**src/hdl/akf_pkg.sv**
```systemverilog
// ----------------------------------------------------------------------------
// akf_pkg: shared types and constants of the angle Kalman filter
// Fixed-point formats, register map, sequencer states and the saturation
// helper used by the filter datapath and its divider.
// ----------------------------------------------------------------------------
package akf_pkg;

  // Fixed-point formats.
  localparam int FracBits = 16;            // fraction bits of the state values
  localparam int DtBits   = 16;            // fraction bits of the time step
  localparam int DataW    = 32;            // stored value width
  localparam int CfgW     = 31;            // configuration register width
  localparam int DenW     = DataW + 1;     // divisor width (r_angle + cov_00)
  localparam int CntW     = $clog2(DataW); // divider step counter width

  // Shared multiplier and accumulator widths.
  localparam int OpAW  = DataW + 2;
  localparam int OpBW  = DataW;
  localparam int ProdW = OpAW + OpBW;
  localparam int SumW  = ProdW + 1;

  localparam logic signed [DataW-1:0] OneFx  = DataW'(64'sd1 <<< FracBits);
  localparam logic signed [DataW-1:0] MaxVal = {1'b0, {(DataW-1){1'b1}}};
  localparam logic signed [DataW-1:0] MinVal = {1'b1, {(DataW-1){1'b0}}};

  // Configuration port.
  localparam int PAddrW = 4;
  localparam int PDataW = 32;
  localparam logic [1:0] RegRAngle = 2'd0;
  localparam logic [1:0] RegQGyro  = 2'd1;
  localparam logic [1:0] RegQAngle = 2'd2;

  localparam logic [CfgW-1:0] RAngleRst = CfgW'(1966);
  localparam logic [CfgW-1:0] QGyroRst  = CfgW'(197);
  localparam logic [CfgW-1:0] QAngleRst = CfgW'(66);

  // Sequencer states.
  typedef enum logic [2:0] {
    ST_IDLE,
    ST_SETUP,
    ST_GAIN,
    ST_DIV,
    ST_MUL,
    ST_ACC,
    ST_OUT
  } akf_state_e;

  // Destination of one multiply-accumulate operation.
  typedef enum logic [2:0] {
    TGT_ANGLE,
    TGT_BIAS,
    TGT_P00,
    TGT_P01,
    TGT_P10,
    TGT_P11
  } akf_tgt_e;

  // Divider status seen by the sequencer.
  typedef struct packed {
    logic busy;
    logic done;
  } akf_div_status_t;

  // Clamp a wide signed value to the signed 32-bit range.
  function automatic logic signed [DataW-1:0] sat_data(input logic signed [SumW-1:0] v);
    logic ovf;
    ovf = (v[SumW-1:DataW-1] != {(SumW-DataW+1){1'b0}}) &&
          (v[SumW-1:DataW-1] != {(SumW-DataW+1){1'b1}});
    if (!ovf) begin
      return v[DataW-1:0];
    end else if (v[SumW-1]) begin
      return MinVal;
    end else begin
      return MaxVal;
    end
  endfunction

endpackage

```
**src/hdl/akf_div.sv**
```systemverilog
// ----------------------------------------------------------------------------
// akf_div: iterative gain divider
// Computes (num << FracBits) / den, truncated toward zero and clamped to the
// signed 32-bit range, one quotient bit per cycle on magnitudes.
// ----------------------------------------------------------------------------
module akf_div import akf_pkg::*; (
  input  logic                     clk_i,
  input  logic                     rst_ni,
  input  logic                     start_i,
  input  logic signed [DataW-1:0]  num_i,
  input  logic signed [DenW-1:0]   den_i,
  output akf_div_status_t          status_o,
  output logic signed [DataW-1:0]  quot_o
);

  logic              busy_q, busy_d;
  logic              done_q, done_d;
  logic [CntW-1:0]   cnt_q, cnt_d;
  logic [DataW-1:0]  rem_q, rem_d;
  logic [DataW-1:0]  quo_q, quo_d;
  logic [DataW-1:0]  den_q, den_d;
  logic              neg_q, neg_d;
  logic              ovf_q, ovf_d;

  logic [DataW-1:0]       num_mag;
  logic [DenW-1:0]        den_mag;
  logic [DataW+FracBits-1:0] dvd;
  logic [DataW+1:0]       trial;
  logic                   clamp;

  // Magnitudes of the operands; the shifted dividend is split into an upper
  // part (initial remainder) and the 32 bits that are shifted in.
  assign num_mag = num_i[DataW-1] ? (~num_i + DataW'(1)) : num_i;
  assign den_mag = den_i[DenW-1] ? (~den_i + DenW'(1)) : den_i;
  assign dvd     = {num_mag, {FracBits{1'b0}}};
  assign trial   = {1'b0, rem_q, quo_q[DataW-1]} - {2'b00, den_q};

  always_comb begin
    busy_d = busy_q;
    done_d = 1'b0;
    cnt_d  = cnt_q;
    rem_d  = rem_q;
    quo_d  = quo_q;
    den_d  = den_q;
    neg_d  = neg_q;
    ovf_d  = ovf_q;
    if (start_i) begin
      busy_d = 1'b1;
      cnt_d  = '0;
      rem_d  = DataW'(dvd[DataW+FracBits-1:DataW]);
      quo_d  = dvd[DataW-1:0];
      den_d  = den_mag[DataW-1:0];
      neg_d  = num_i[DataW-1] ^ den_i[DenW-1];
      // A quotient of 2^32 or more always clamps.
      ovf_d  = DataW'(dvd[DataW+FracBits-1:DataW]) >= den_mag[DataW-1:0];
    end else if (busy_q) begin
      if (!trial[DataW+1]) begin
        rem_d = trial[DataW-1:0];
        quo_d = {quo_q[DataW-2:0], 1'b1};
      end else begin
        rem_d = {rem_q[DataW-2:0], quo_q[DataW-1]};
        quo_d = {quo_q[DataW-2:0], 1'b0};
      end
      cnt_d = cnt_q + CntW'(1);
      if (cnt_q == {CntW{1'b1}}) begin
        busy_d = 1'b0;
        done_d = 1'b1;
      end
    end
  end

  always_ff @(posedge clk_i or negedge rst_ni) begin
    if (!rst_ni) begin
      busy_q <= 1'b0;
      done_q <= 1'b0;
      cnt_q  <= '0;
    end else begin
      busy_q <= busy_d;
      done_q <= done_d;
      cnt_q  <= cnt_d;
    end
  end

  always_ff @(posedge clk_i) begin
    rem_q <= rem_d;
    quo_q <= quo_d;
    den_q <= den_d;
    neg_q <= neg_d;
    ovf_q <= ovf_d;
  end

  // A positive quotient clamps above 2^31 - 1, a negative one below -2^31.
  assign clamp = ovf_q ||
                 (!neg_q && quo_q[DataW-1]) ||
                 (neg_q && quo_q[DataW-1] && (quo_q[DataW-2:0] != '0));

  always_comb begin
    if (clamp) begin
      quot_o = neg_q ? MinVal : MaxVal;
    end else if (neg_q) begin
      quot_o = -$signed(quo_q);
    end else begin
      quot_o = $signed(quo_q);
    end
  end

  assign status_o.busy = busy_q;
  assign status_o.done = done_q;

endmodule

```
**src/hdl/angle_kalman_filter.sv**
```systemverilog
// ----------------------------------------------------------------------------
// angle_kalman_filter: two-state tilt angle and gyro bias Kalman filter
// Q16.16 fixed point filter with a shared multiply-accumulate unit and an
// iterative gain divider under one sequencer.
// ----------------------------------------------------------------------------
// A predict transaction runs its setup and then its multiply-accumulate schedule; an update
// also runs two gain divisions (one quotient bit per cycle) in between, skipped when the
// innovation variance is zero. The input stalls until the result is in the output register,
// and the next input is taken while it waits there. Reset clears the state to zero angle and
// bias and an identity covariance, and loads the default noise registers.
// ----------------------------------------------------------------------------
module angle_kalman_filter import akf_pkg::*; (
  input  logic                      clk_i,
  input  logic                      rst_ni,
  // Input transactions.
  input  logic                      in_valid_i,
  output logic                      in_stall_o,
  input  logic                      action_i,
  input  logic signed [DataW-1:0]   gyro_rate_i,
  input  logic [DtBits-1:0]         time_step_i,
  input  logic signed [DataW-1:0]   measured_angle_i,
  // Result transactions.
  output logic                      out_valid_o,
  input  logic                      out_stall_i,
  output logic signed [DataW-1:0]   angle_estimate_o,
  output logic signed [DataW-1:0]   rate_estimate_o,
  output logic signed [DataW-1:0]   bias_estimate_o,
  // Configuration port.
  input  logic                      psel,
  input  logic                      penable,
  input  logic                      pwrite,
  input  logic [PAddrW-1:0]         paddr,
  input  logic [PDataW-1:0]         pwdata,
  output logic [PDataW-1:0]         prdata,
  output logic                      pready
);

  // --------------------------------------------------------------------------
  // Configuration registers. Writes land on the access phase; only the low
  // 31 bits of the data are kept and unused addresses are ignored.
  // --------------------------------------------------------------------------
  logic [CfgW-1:0] r_angle_q, q_gyro_q, q_angle_q;
  logic            cfg_wr;

  assign pready = 1'b1;
  assign cfg_wr = psel && penable && pwrite;

  always_ff @(posedge clk_i or negedge rst_ni) begin
    if (!rst_ni) begin
      r_angle_q <= RAngleRst;
      q_gyro_q  <= QGyroRst;
      q_angle_q <= QAngleRst;
    end else if (cfg_wr) begin
      unique case (paddr[3:2])
        RegRAngle: r_angle_q <= pwdata[CfgW-1:0];
        RegQGyro:  q_gyro_q  <= pwdata[CfgW-1:0];
        RegQAngle: q_angle_q <= pwdata[CfgW-1:0];
        default: ;
      endcase
    end
  end

  always_comb begin
    unique case (paddr[3:2])
      RegRAngle: prdata = PDataW'(r_angle_q);
      RegQGyro:  prdata = PDataW'(q_gyro_q);
      RegQAngle: prdata = PDataW'(q_angle_q);
      default:   prdata = '0;
    endcase
  end

  // --------------------------------------------------------------------------
  // Sequencer. A transaction goes through a setup step (unbiased rate or
  // innovation and its variance), an optional pair of gain divisions, and
  // then a multiply and an accumulate step per scheduled operation.
  // --------------------------------------------------------------------------
  akf_state_e state_q, state_d;
  logic [2:0] op_q, op_d;
  logic [2:0] last_op;
  logic       div_sel_q, div_sel_d;

  logic in_acc;
  logic setup_en, mul_en, acc_en, out_load;
  logic div_start, k0_load, k1_load, k_clear;
  logic s_zero;

  akf_div_status_t         div_status;
  logic signed [DataW-1:0] div_num;
  logic signed [DataW-1:0] div_quot;

  // Latched input transaction.
  logic                    act_q;
  logic signed [DataW-1:0] gyro_q;
  logic [DtBits-1:0]       dt_q;
  logic signed [DataW-1:0] meas_q;

  // Filter state.
  logic signed [DataW-1:0] angle_q, angle_d;
  logic signed [DataW-1:0] bias_q, bias_d;
  logic signed [DataW-1:0] rate_q, rate_d;
  logic signed [DataW-1:0] p00_q, p00_d;
  logic signed [DataW-1:0] p01_q, p01_d;
  logic signed [DataW-1:0] p10_q, p10_d;
  logic signed [DataW-1:0] p11_q, p11_d;

  // Scratch values: aux_a holds the unbiased rate or the innovation, aux_b
  // holds q_angle - P01 - P10 or the innovation variance S.
  logic signed [OpAW-1:0]  aux_a_q, aux_b_q;
  logic signed [DataW-1:0] k0_q, k1_q;

  // Multiply-accumulate unit.
  logic signed [OpAW-1:0]  opa;
  logic signed [OpBW-1:0]  opb;
  logic signed [DataW-1:0] base;
  logic                    sub;
  akf_tgt_e                tgt;
  logic signed [ProdW-1:0] prod_q;
  logic signed [DataW-1:0] base_q;
  logic                    sub_q;
  logic                    dt_scale_q;
  akf_tgt_e                tgt_q;
  logic signed [ProdW-1:0] prod_sh;
  logic signed [SumW-1:0]  acc_sum;
  logic signed [DataW-1:0] acc_res;

  // Output register.
  logic                    out_valid_q;
  logic signed [DataW-1:0] out_angle_q, out_rate_q, out_bias_q;

  assign in_stall_o = (state_q != ST_IDLE);
  assign in_acc     = in_valid_i && !in_stall_o;
  assign last_op    = act_q ? 3'd5 : 3'd4;
  assign s_zero     = (aux_b_q == '0);

  // Next state.
  always_comb begin
    state_d = state_q;
    unique case (state_q)
      ST_IDLE:  if (in_valid_i) state_d = ST_SETUP;
      ST_SETUP: state_d = ST_GAIN;
      ST_GAIN:  state_d = (!act_q || s_zero) ? ST_MUL : ST_DIV;
      ST_DIV:   if (div_status.done && div_sel_q) state_d = ST_MUL;
      ST_MUL:   state_d = ST_ACC;
      ST_ACC:   state_d = (op_q == last_op) ? ST_OUT : ST_MUL;
      ST_OUT:   if (!(out_valid_q && out_stall_i)) state_d = ST_IDLE;
      default:  state_d = ST_IDLE;
    endcase
  end

  // Sequencer outputs.
  always_comb begin
    setup_en  = (state_q == ST_SETUP);
    mul_en    = (state_q == ST_MUL);
    acc_en    = (state_q == ST_ACC);
    out_load  = (state_q == ST_OUT) && !(out_valid_q && out_stall_i);
    k_clear   = (state_q == ST_GAIN) && act_q && s_zero;
    div_start = ((state_q == ST_GAIN) && act_q && !s_zero) ||
                ((state_q == ST_DIV) && div_status.done && !div_sel_q);
    k0_load   = (state_q == ST_DIV) && div_status.done && !div_sel_q;
    k1_load   = (state_q == ST_DIV) && div_status.done && div_sel_q;
    // The first division yields K0 from P00, the second K1 from P10.
    div_num   = (state_q == ST_GAIN) ? p00_q : p10_q;
    div_sel_d = div_sel_q;
    if (state_q == ST_GAIN) begin
      div_sel_d = 1'b0;
    end else if (k0_load) begin
      div_sel_d = 1'b1;
    end
    op_d = op_q;
    if (in_acc) begin
      op_d = '0;
    end else if (acc_en) begin
      op_d = op_q + 3'd1;
    end
  end

  always_ff @(posedge clk_i or negedge rst_ni) begin
    if (!rst_ni) begin
      state_q   <= ST_IDLE;
      op_q      <= '0;
      div_sel_q <= 1'b0;
    end else begin
      state_q   <= state_d;
      op_q      <= op_d;
      div_sel_q <= div_sel_d;
    end
  end

  akf_div u_div (
    .clk_i    (clk_i),
    .rst_ni   (rst_ni),
    .start_i  (div_start),
    .num_i    (div_num),
    .den_i    (aux_b_q[DenW-1:0]),
    .status_o (div_status),
    .quot_o   (div_quot)
  );

  // --------------------------------------------------------------------------
  // Operation schedule. Predict scales by the time step; the angle goes
  // first and P00 before the P01/P10 terms it reads. Update writes P10 and
  // P11 before P00 and P01 so every covariance term sees the old matrix.
  // --------------------------------------------------------------------------
  always_comb begin
    opa  = '0;
    opb  = '0;
    base = angle_q;
    sub  = 1'b0;
    tgt  = TGT_ANGLE;
    if (!act_q) begin
      opb = OpBW'($signed({1'b0, dt_q}));
      unique case (op_q)
        3'd0: begin
          opa = aux_a_q; base = angle_q; tgt = TGT_ANGLE;
        end
        3'd1: begin
          opa = aux_b_q; base = p00_q; tgt = TGT_P00;
        end
        3'd2: begin
          opa = -OpAW'(p11_q); base = p01_q; tgt = TGT_P01;
        end
        3'd3: begin
          opa = -OpAW'(p11_q); base = p10_q; tgt = TGT_P10;
        end
        3'd4: begin
          opa = OpAW'($signed({1'b0, q_gyro_q})); base = p11_q; tgt = TGT_P11;
        end
        default: ;
      endcase
    end else begin
      unique case (op_q)
        3'd0: begin
          opa = OpAW'(k1_q); opb = p00_q; base = p10_q; sub = 1'b1; tgt = TGT_P10;
        end
        3'd1: begin
          opa = OpAW'(k1_q); opb = p01_q; base = p11_q; sub = 1'b1; tgt = TGT_P11;
        end
        3'd2: begin
          opa = OpAW'(k0_q); opb = p00_q; base = p00_q; sub = 1'b1; tgt = TGT_P00;
        end
        3'd3: begin
          opa = OpAW'(k0_q); opb = p01_q; base = p01_q; sub = 1'b1; tgt = TGT_P01;
        end
        3'd4: begin
          opa = OpAW'(k0_q); opb = aux_a_q[DataW-1:0]; base = angle_q; tgt = TGT_ANGLE;
        end
        3'd5: begin
          opa = OpAW'(k1_q); opb = aux_a_q[DataW-1:0]; base = bias_q; tgt = TGT_BIAS;
        end
        default: ;
      endcase
    end
  end

  // Product register: the multiply cycle latches the product together with
  // the value it corrects and where the result goes.
  always_ff @(posedge clk_i) begin
    if (mul_en) begin
      prod_q     <= opa * opb;
      base_q     <= base;
      sub_q      <= sub;
      dt_scale_q <= !act_q;
      tgt_q      <= tgt;
    end
  end

  // Accumulate cycle: arithmetic shifts round toward minus infinity, then
  // the corrected value is clamped to 32 bits.
  assign prod_sh = dt_scale_q ? (prod_q >>> DtBits) : (prod_q >>> FracBits);
  assign acc_sum = sub_q ? (SumW'(base_q) - SumW'(prod_sh))
                         : (SumW'(base_q) + SumW'(prod_sh));
  assign acc_res = sat_data(acc_sum);

  // --------------------------------------------------------------------------
  // Input latch, scratch values and gains.
  // --------------------------------------------------------------------------
  always_ff @(posedge clk_i) begin
    if (in_acc) begin
      act_q  <= action_i;
      gyro_q <= gyro_rate_i;
      dt_q   <= time_step_i;
      meas_q <= measured_angle_i;
    end
    if (setup_en) begin
      if (!act_q) begin
        aux_a_q <= OpAW'(gyro_q) - OpAW'(bias_q);
        aux_b_q <= OpAW'($signed({1'b0, q_angle_q})) - OpAW'(p01_q) - OpAW'(p10_q);
      end else begin
        aux_a_q <= OpAW'(sat_data(SumW'(meas_q) - SumW'(angle_q)));
        aux_b_q <= OpAW'($signed({1'b0, r_angle_q})) + OpAW'(p00_q);
      end
    end
    if (k_clear) begin
      k0_q <= '0;
      k1_q <= '0;
    end else begin
      if (k0_load) k0_q <= div_quot;
      if (k1_load) k1_q <= div_quot;
    end
  end

  // --------------------------------------------------------------------------
  // Filter state write-back.
  // --------------------------------------------------------------------------
  always_comb begin
    angle_d = angle_q;
    bias_d  = bias_q;
    rate_d  = rate_q;
    p00_d   = p00_q;
    p01_d   = p01_q;
    p10_d   = p10_q;
    p11_d   = p11_q;
    if (setup_en && !act_q) begin
      rate_d = sat_data(SumW'(gyro_q) - SumW'(bias_q));
    end
    if (acc_en) begin
      unique case (tgt_q)
        TGT_ANGLE: angle_d = acc_res;
        TGT_BIAS:  bias_d  = acc_res;
        TGT_P00:   p00_d   = acc_res;
        TGT_P01:   p01_d   = acc_res;
        TGT_P10:   p10_d   = acc_res;
        TGT_P11:   p11_d   = acc_res;
        default: ;
      endcase
    end
  end

  always_ff @(posedge clk_i or negedge rst_ni) begin
    if (!rst_ni) begin
      angle_q <= '0;
      bias_q  <= '0;
      rate_q  <= '0;
      p00_q   <= OneFx;
      p01_q   <= '0;
      p10_q   <= '0;
      p11_q   <= OneFx;
    end else begin
      angle_q <= angle_d;
      bias_q  <= bias_d;
      rate_q  <= rate_d;
      p00_q   <= p00_d;
      p01_q   <= p01_d;
      p10_q   <= p10_d;
      p11_q   <= p11_d;
    end
  end

  // --------------------------------------------------------------------------
  // Output register. It holds a finished result until the consumer takes it,
  // so the next input transaction can already be worked on.
  // --------------------------------------------------------------------------
  always_ff @(posedge clk_i or negedge rst_ni) begin
    if (!rst_ni) begin
      out_valid_q <= 1'b0;
    end else begin
      out_valid_q <= out_load || (out_valid_q && out_stall_i);
    end
  end

  always_ff @(posedge clk_i) begin
    if (out_load) begin
      out_angle_q <= angle_q;
      out_rate_q  <= rate_q;
      out_bias_q  <= bias_q;
    end
  end

  assign out_valid_o      = out_valid_q;
  assign angle_estimate_o = out_angle_q;
  assign rate_estimate_o  = out_rate_q;
  assign bias_estimate_o  = out_bias_q;

  // --------------------------------------------------------------------------
  // Assertions.
  // --------------------------------------------------------------------------
  // The divider is never restarted while it is still iterating.
  assert property (@(posedge clk_i) disable iff (!rst_ni)
    div_start |-> !div_status.busy)
    else $error("divider started while busy");

  // Divisions only run for an update with a nonzero innovation variance.
  assert property (@(posedge clk_i) disable iff (!rst_ni)
    (state_q == ST_DIV) |-> (act_q && !s_zero))
    else $error("gain division without a valid divisor");

  // A division result only arrives while the sequencer waits for it.
  assert property (@(posedge clk_i) disable iff (!rst_ni)
    div_status.done |-> (state_q == ST_DIV))
    else $error("divider result outside the division phase");

  // The operation index never runs past the schedule of the action.
  assert property (@(posedge clk_i) disable iff (!rst_ni)
    (state_q == ST_MUL || state_q == ST_ACC) |-> (op_q <= last_op))
    else $error("operation index out of range");

  // A new result only appears after the final write-back phase.
  assert property (@(posedge clk_i) disable iff (!rst_ni)
    $rose(out_valid_o) |-> $past(state_q == ST_OUT))
    else $error("result presented outside the output phase");

endmodule

```
**config.mk**
```make
export PLATFORM = sky130hd
export DESIGN_NAME = angle_kalman_filter
export DESIGN_NICKNAME = d
export VERILOG_FILES = /design/src/hdl/akf_pkg.sv /design/src/hdl/akf_div.sv /design/src/hdl/angle_kalman_filter.sv
export SDC_FILE = /design/constraint.sdc
export NUM_CORES = 2
export LEC_CHECK = 0
export BUFFER_PORTS_ARGS = -buffer_cell sky130_fd_sc_hd__buf_2
export CORE_ASPECT_RATIO = 1.5
export CORE_MARGIN = 2
export CORE_UTILIZATION = 65
export DETAILED_ROUTE_END_ITERATION = 12
export PLACE_DENSITY = 0.85
export SYNTH_ARGS = -nofsm -noshare
export SYNTH_HDL_FRONTEND = slang
export SYNTH_SLANG_ARGS = --single-unit
```
**constraint.sdc**
```tcl
create_clock -name clk_i -period 14.3 [get_ports clk_i]
set_clock_uncertainty 0.05 [all_clocks]
set_input_delay 0 -clock clk_i [delete_from_list [all_inputs] [get_ports clk_i]]
set_output_delay 0 -clock clk_i [all_outputs]
set_load 0.03 [all_outputs]
```
==> results.json, run 1 <==
{
  "yosysSeqAreaShare_pct": 25.1,
  "avgSynthCellArea_sq_um": 9.14,
  "syn_inst": 9654,
  "run_status": "did not finish",
  "synth_nets": 11400,
  "yosys.area.top_type_share_pct": 26.7,
  "post_cts_buffers": 0,
  "synth-seq-cells": 824,
  "synth_edf_count": 396,
  "yosys_warnings": 0,
  "fp.dieH_microns": 455,
  "cts-root-buf": "clkbuf_16",
  "stop_error": "[ERROR GRT-0116] Global routing finished with congestion. Check the congestion regions in the DRC Viewer.",
  "grt_pass1_vias": 89600,
  "cts_hold_buf": 193,
  "place_hpwl_microns": 292000,
  "numCtsBuffers": 84,
  "rows": 165,
  "grt_max_degree": 172,
  "start_util_pct": 65.5,
  "cts.repair.resized": 0,
  "async_reset_ff_share_pct": 40.3,
  "track_usage_pct": 62.2,
  "synth_cell_types": 98,
  "grt_pass1_wl_microns": 623000,
  "failing_step": "5_1_grt",
  "clk_path_buf_depth": 3,
  "ios": 255,
  "port_buffers": 249,
  "synthFlopType": "edfxtp_1",
  "netlist_area_sq_um": 88300,
  "yosys.area.top_type": "fa_1",
  "clock-sinks": 824,
  "htreeDepth": 3,
  "synth_area_leaders": "fa_1, edfxtp_1, dfrtp_1",
  "gp_congestion": 1.14,
  "die_x_microns": 305,
  "grt_overflow": 194
}
-- logic make-up after synthesis --
group                      count (synthesis)  share of synthesized area (%)
DFF                                      824                           25.1
other                                      2                        0.00851
AOI/OAI and AO/OA                       1852                           13.8
adders and majority gates               1606                           32.8
xor gates and xnor gates                 354                           3.54
muxes                                    219                           2.66
buffers and inverters                   1910                           8.23
and+or+nand+nor                         2887                           13.9
-- metal layers --
metal,overflow,track usage (%)
met1,0,62.6
met2,112,88.4
met3,4,32.8
met4,78,66.1
met5,0,5.20
-- cell usage after synthesis, drive strengths merged (125+ instances only) --
master and number:
nor3 131, a21o 137, inv 1394, mux2 125, o211ai 165, fa 1177, clkbuf 460, a21oi 484
o21ai 367, ha 429, edfxtp 396, xnor2 234, dfrtp 316, nand2 1268, nor2 1005
-- metrics by stage --
| stage | instances | util, % | setup slack (ps) | hold WS [ps] | area (sq um) |
|---|---|---|---|---|---|
| global placement | 11400 | 68.0 | 2350 | -20.1 | 91700 |
| CTS | 11700 | 71.7 | 2020 | 0.643 | 96600 |
| floorplan | 9654 | - | 3740 | -346 | 88300 |
| detailed placement | 11400 | 68.0 | 2110 | -8.97 | 91700 |
==> run 2, diff against run 1 <==
CORE_ASPECT_RATIO = unset   (was 1.5)
CORE_UTILIZATION = 40   (was 65)
PLACE_DENSITY = unset   (was 0.85)
PLACE_DENSITY_LB_ADDON = 0.15   (was unset)
==> run 2 against run 1 <==
Net effect:
- the run now ends clean
- synthesized area stayed put
- synthesized cell count stayed put
==> results.json, run 2 <==
{
  "grt_pass1_vias": 73800,
  "yosys_warnings": 0,
  "crit_required_ps": 14720,
  "firstDrtPassIters": 8,
  "htreeDepth": 3,
  "first_iter_violations": 8077,
  "netlist_area_sq_um": 88300,
  "largest_register": "prod_q",
  "wl_microns": 350000,
  "cpMostUsedCell": "fa_1",
  "hold_viol": 0,
  "clock-sinks": 824,
  "max_freq_mhz": 79.4,
  "vias_per_cell": 5.71,
  "start_util_pct": 40.2,
  "grt_overflow": 0,
  "drc_errors": 0,
  "ant_nets": 0,
  "synth_commonest_cells": "inv_1, nand2_1, fa_1",
  "vias": 73700,
  "maxSlewHeadroom_pct": 8.10,
  "largestRegisters": "prod_q: 50 flops, aux_b_q: 34 flops, aux_a_q: 33 flops",
  "largest_reg_flops": 50,
  "slowest_stage": "a31o_2",
  "drv_slew": 0,
  "async_reset_ff_share_pct": 40.3,
  "cts.clk_slew.worst_paths_ps": 70,
  "cp-end-kind": "flip-flop",
  "post_cts_buffers": 0,
  "synth_edf_count": 396,
  "crit_path_start_kind": "flip-flop",
  "cts.repair.resized": 0,
  "finalWorstSetupSlack_ps": 1700,
  "die_x_microns": 474,
  "rows": 172,
  "die_area_sq_um": 224000,
  "grt_antenna_before_repair": 21,
  "port_buffers": 249,
  "path_class": "reg2reg",
  "gp_congestion": 0.991,
  "place_hpwl_microns": 273000,
  "finalSetupViolCount": 0,
  "tightest_slew_ps": 1380,
  "synth_cell_types": 98,
  "track_usage_pct": 31.2,
  "slowest_delay_ps": 660,
  "yosys.area.top_type": "fa_1",
  "cp_max_fo": 22,
  "coreArea_sq_um": 220000,
  "cts_tree": "done",
  "tns_ps": 0,
  "numCtsBuffers": 99,
  "min_path_type": "in2reg",
  "critPathArrivalTime_ps": 13020,
  "yosysSeqAreaShare_pct": 25.1,
  "final_nets": 11700,
  "clock_latency_ps": 790,
  "fin_crit_sh_pct": 88.1,
  "synthFlopType": "edfxtp_1",
  "clk_path_buf_depth": 3,
  "ios": 255,
  "synth_area_leaders": "fa_1, edfxtp_1, dfrtp_1",
  "cts-root-buf": "clkbuf_16",
  "yosys.area.top_type_share_pct": 26.7,
  "synth_nets": 11400,
  "rsz0062_at_grt": "false",
  "wl_per_cell_microns": 27.1,
  "syn_to_final_growth_pct": 11.9,
  "yosysMostFrequentCell": "inv_1",
  "avgSynthCellArea_sq_um": 9.14,
  "fin_crit_ps": 12600,
  "drive_gt1_share_pct": 9.11,
  "grt_max_degree": 172,
  "post-place-ws_ps": 1820,
  "layout_commonest_cell": "inv_1",
  "grt_pass1_wl_microns": 510000,
  "fp.dieH_microns": 474,
  "final_cell_mix": "inv_1, nand2_1, fa_1",
  "max_cap_viol_count": 0,
  "run_status": "finished clean",
  "syn_inst": 9654,
  "synth-seq-cells": 824
}
-- run 2: cell counts after synthesis --
No cell type changed its count.
-- run 2: repair_timing --
action | in CTS | in global routing
hold buffers | 223 | 0
hold endpoints to repair | 328 | 0
endpoints found under the setup margin | 0 | 0
-- run 2: worst max-delay path: cells and delay by family, from the launching register on --
kind	cells	cell delay, ps
adder cells (fa/ha/maj)	9	4420
AO/OA/AOI/OAI	9	3580
AND/OR/NAND/NOR	12	3450
flip-flops	1	460
buffers and inverters	4	200
XOR/XNOR	1	80
-- run 2: through the flow --
step / util, % / area, sq um / instances / hold WS, ps
6_report: 45.0 / 98800 / 12900 / 48.2
3_5_place_dp: 42.5 / 93200 / 12500 / -20.2
4_1_cts: 45.0 / 98700 / 12900 / 0.545
2_1_floorplan: - / 88300 / 9654 / -346
5_1_grt: 45.0 / 98700 / 12900 / 26.2
3_3_place_gp: 42.5 / 93200 / 12500 / -26.6
-- run 2: layout make-up --
class                           instances  area (sq um)
Timing Repair Buffer                  702          5280
Inverter                             1397          5250
Clock buffer                          128          2720
Antenna cell                            6          15.0
Fill cell                           21300        121000
Multi-Input combinational cell       6920         59200
Clock inverter                         60           551
Sequential cell                       824         22100
Tap cell                             2871          3590
-- run 2: routing by layer --
layer  share of wire (%)  up-vias  GRT usage, %
li1                    -    32400             -
met1                  43    37400          43.3
met2                  43     3225          46.8
met3                 8.8      647          6.66
met4                 5.3       10          13.9
met5               0.035        -         0.238
-- run 2: final timing paths --
check,slack [ps],endpoint,depth (start not counted),startpoint
setup / recovery,1700,prod_q[65],35,p11_q[2]
hold / removal,50,q_angle_q[9],3,pwdata[9]
setup reg to reg,1700,prod_q[65],35,p11_q[2]
hold reg to reg,400,rate_estimate_o[24],0,rate_q[24]
max in group asynchronous,12140,p11_q[22],5,rst_ni
min in group asynchronous,390,rate_q[25],4,rst_ni
-- run 2: kinds of logic after synthesis --
logic type | after synthesis | synth area share (%)
flip-flops | 824 | 25.1
multiplexers | 219 | 2.66
AO/OA/AOI/OAI | 1852 | 13.8
adder cells (fa/ha/maj) | 1606 | 32.8
XOR/XNOR | 354 | 3.54
AND/OR/NAND/NOR | 2887 | 13.9
buffers and inverters | 1910 | 8.23
other | 2 | 0.00851
Power of run 2 is left out: the tool's default activity adds up to more than one toggle a clock period on the data nets, which glitch-free logic cannot reach.
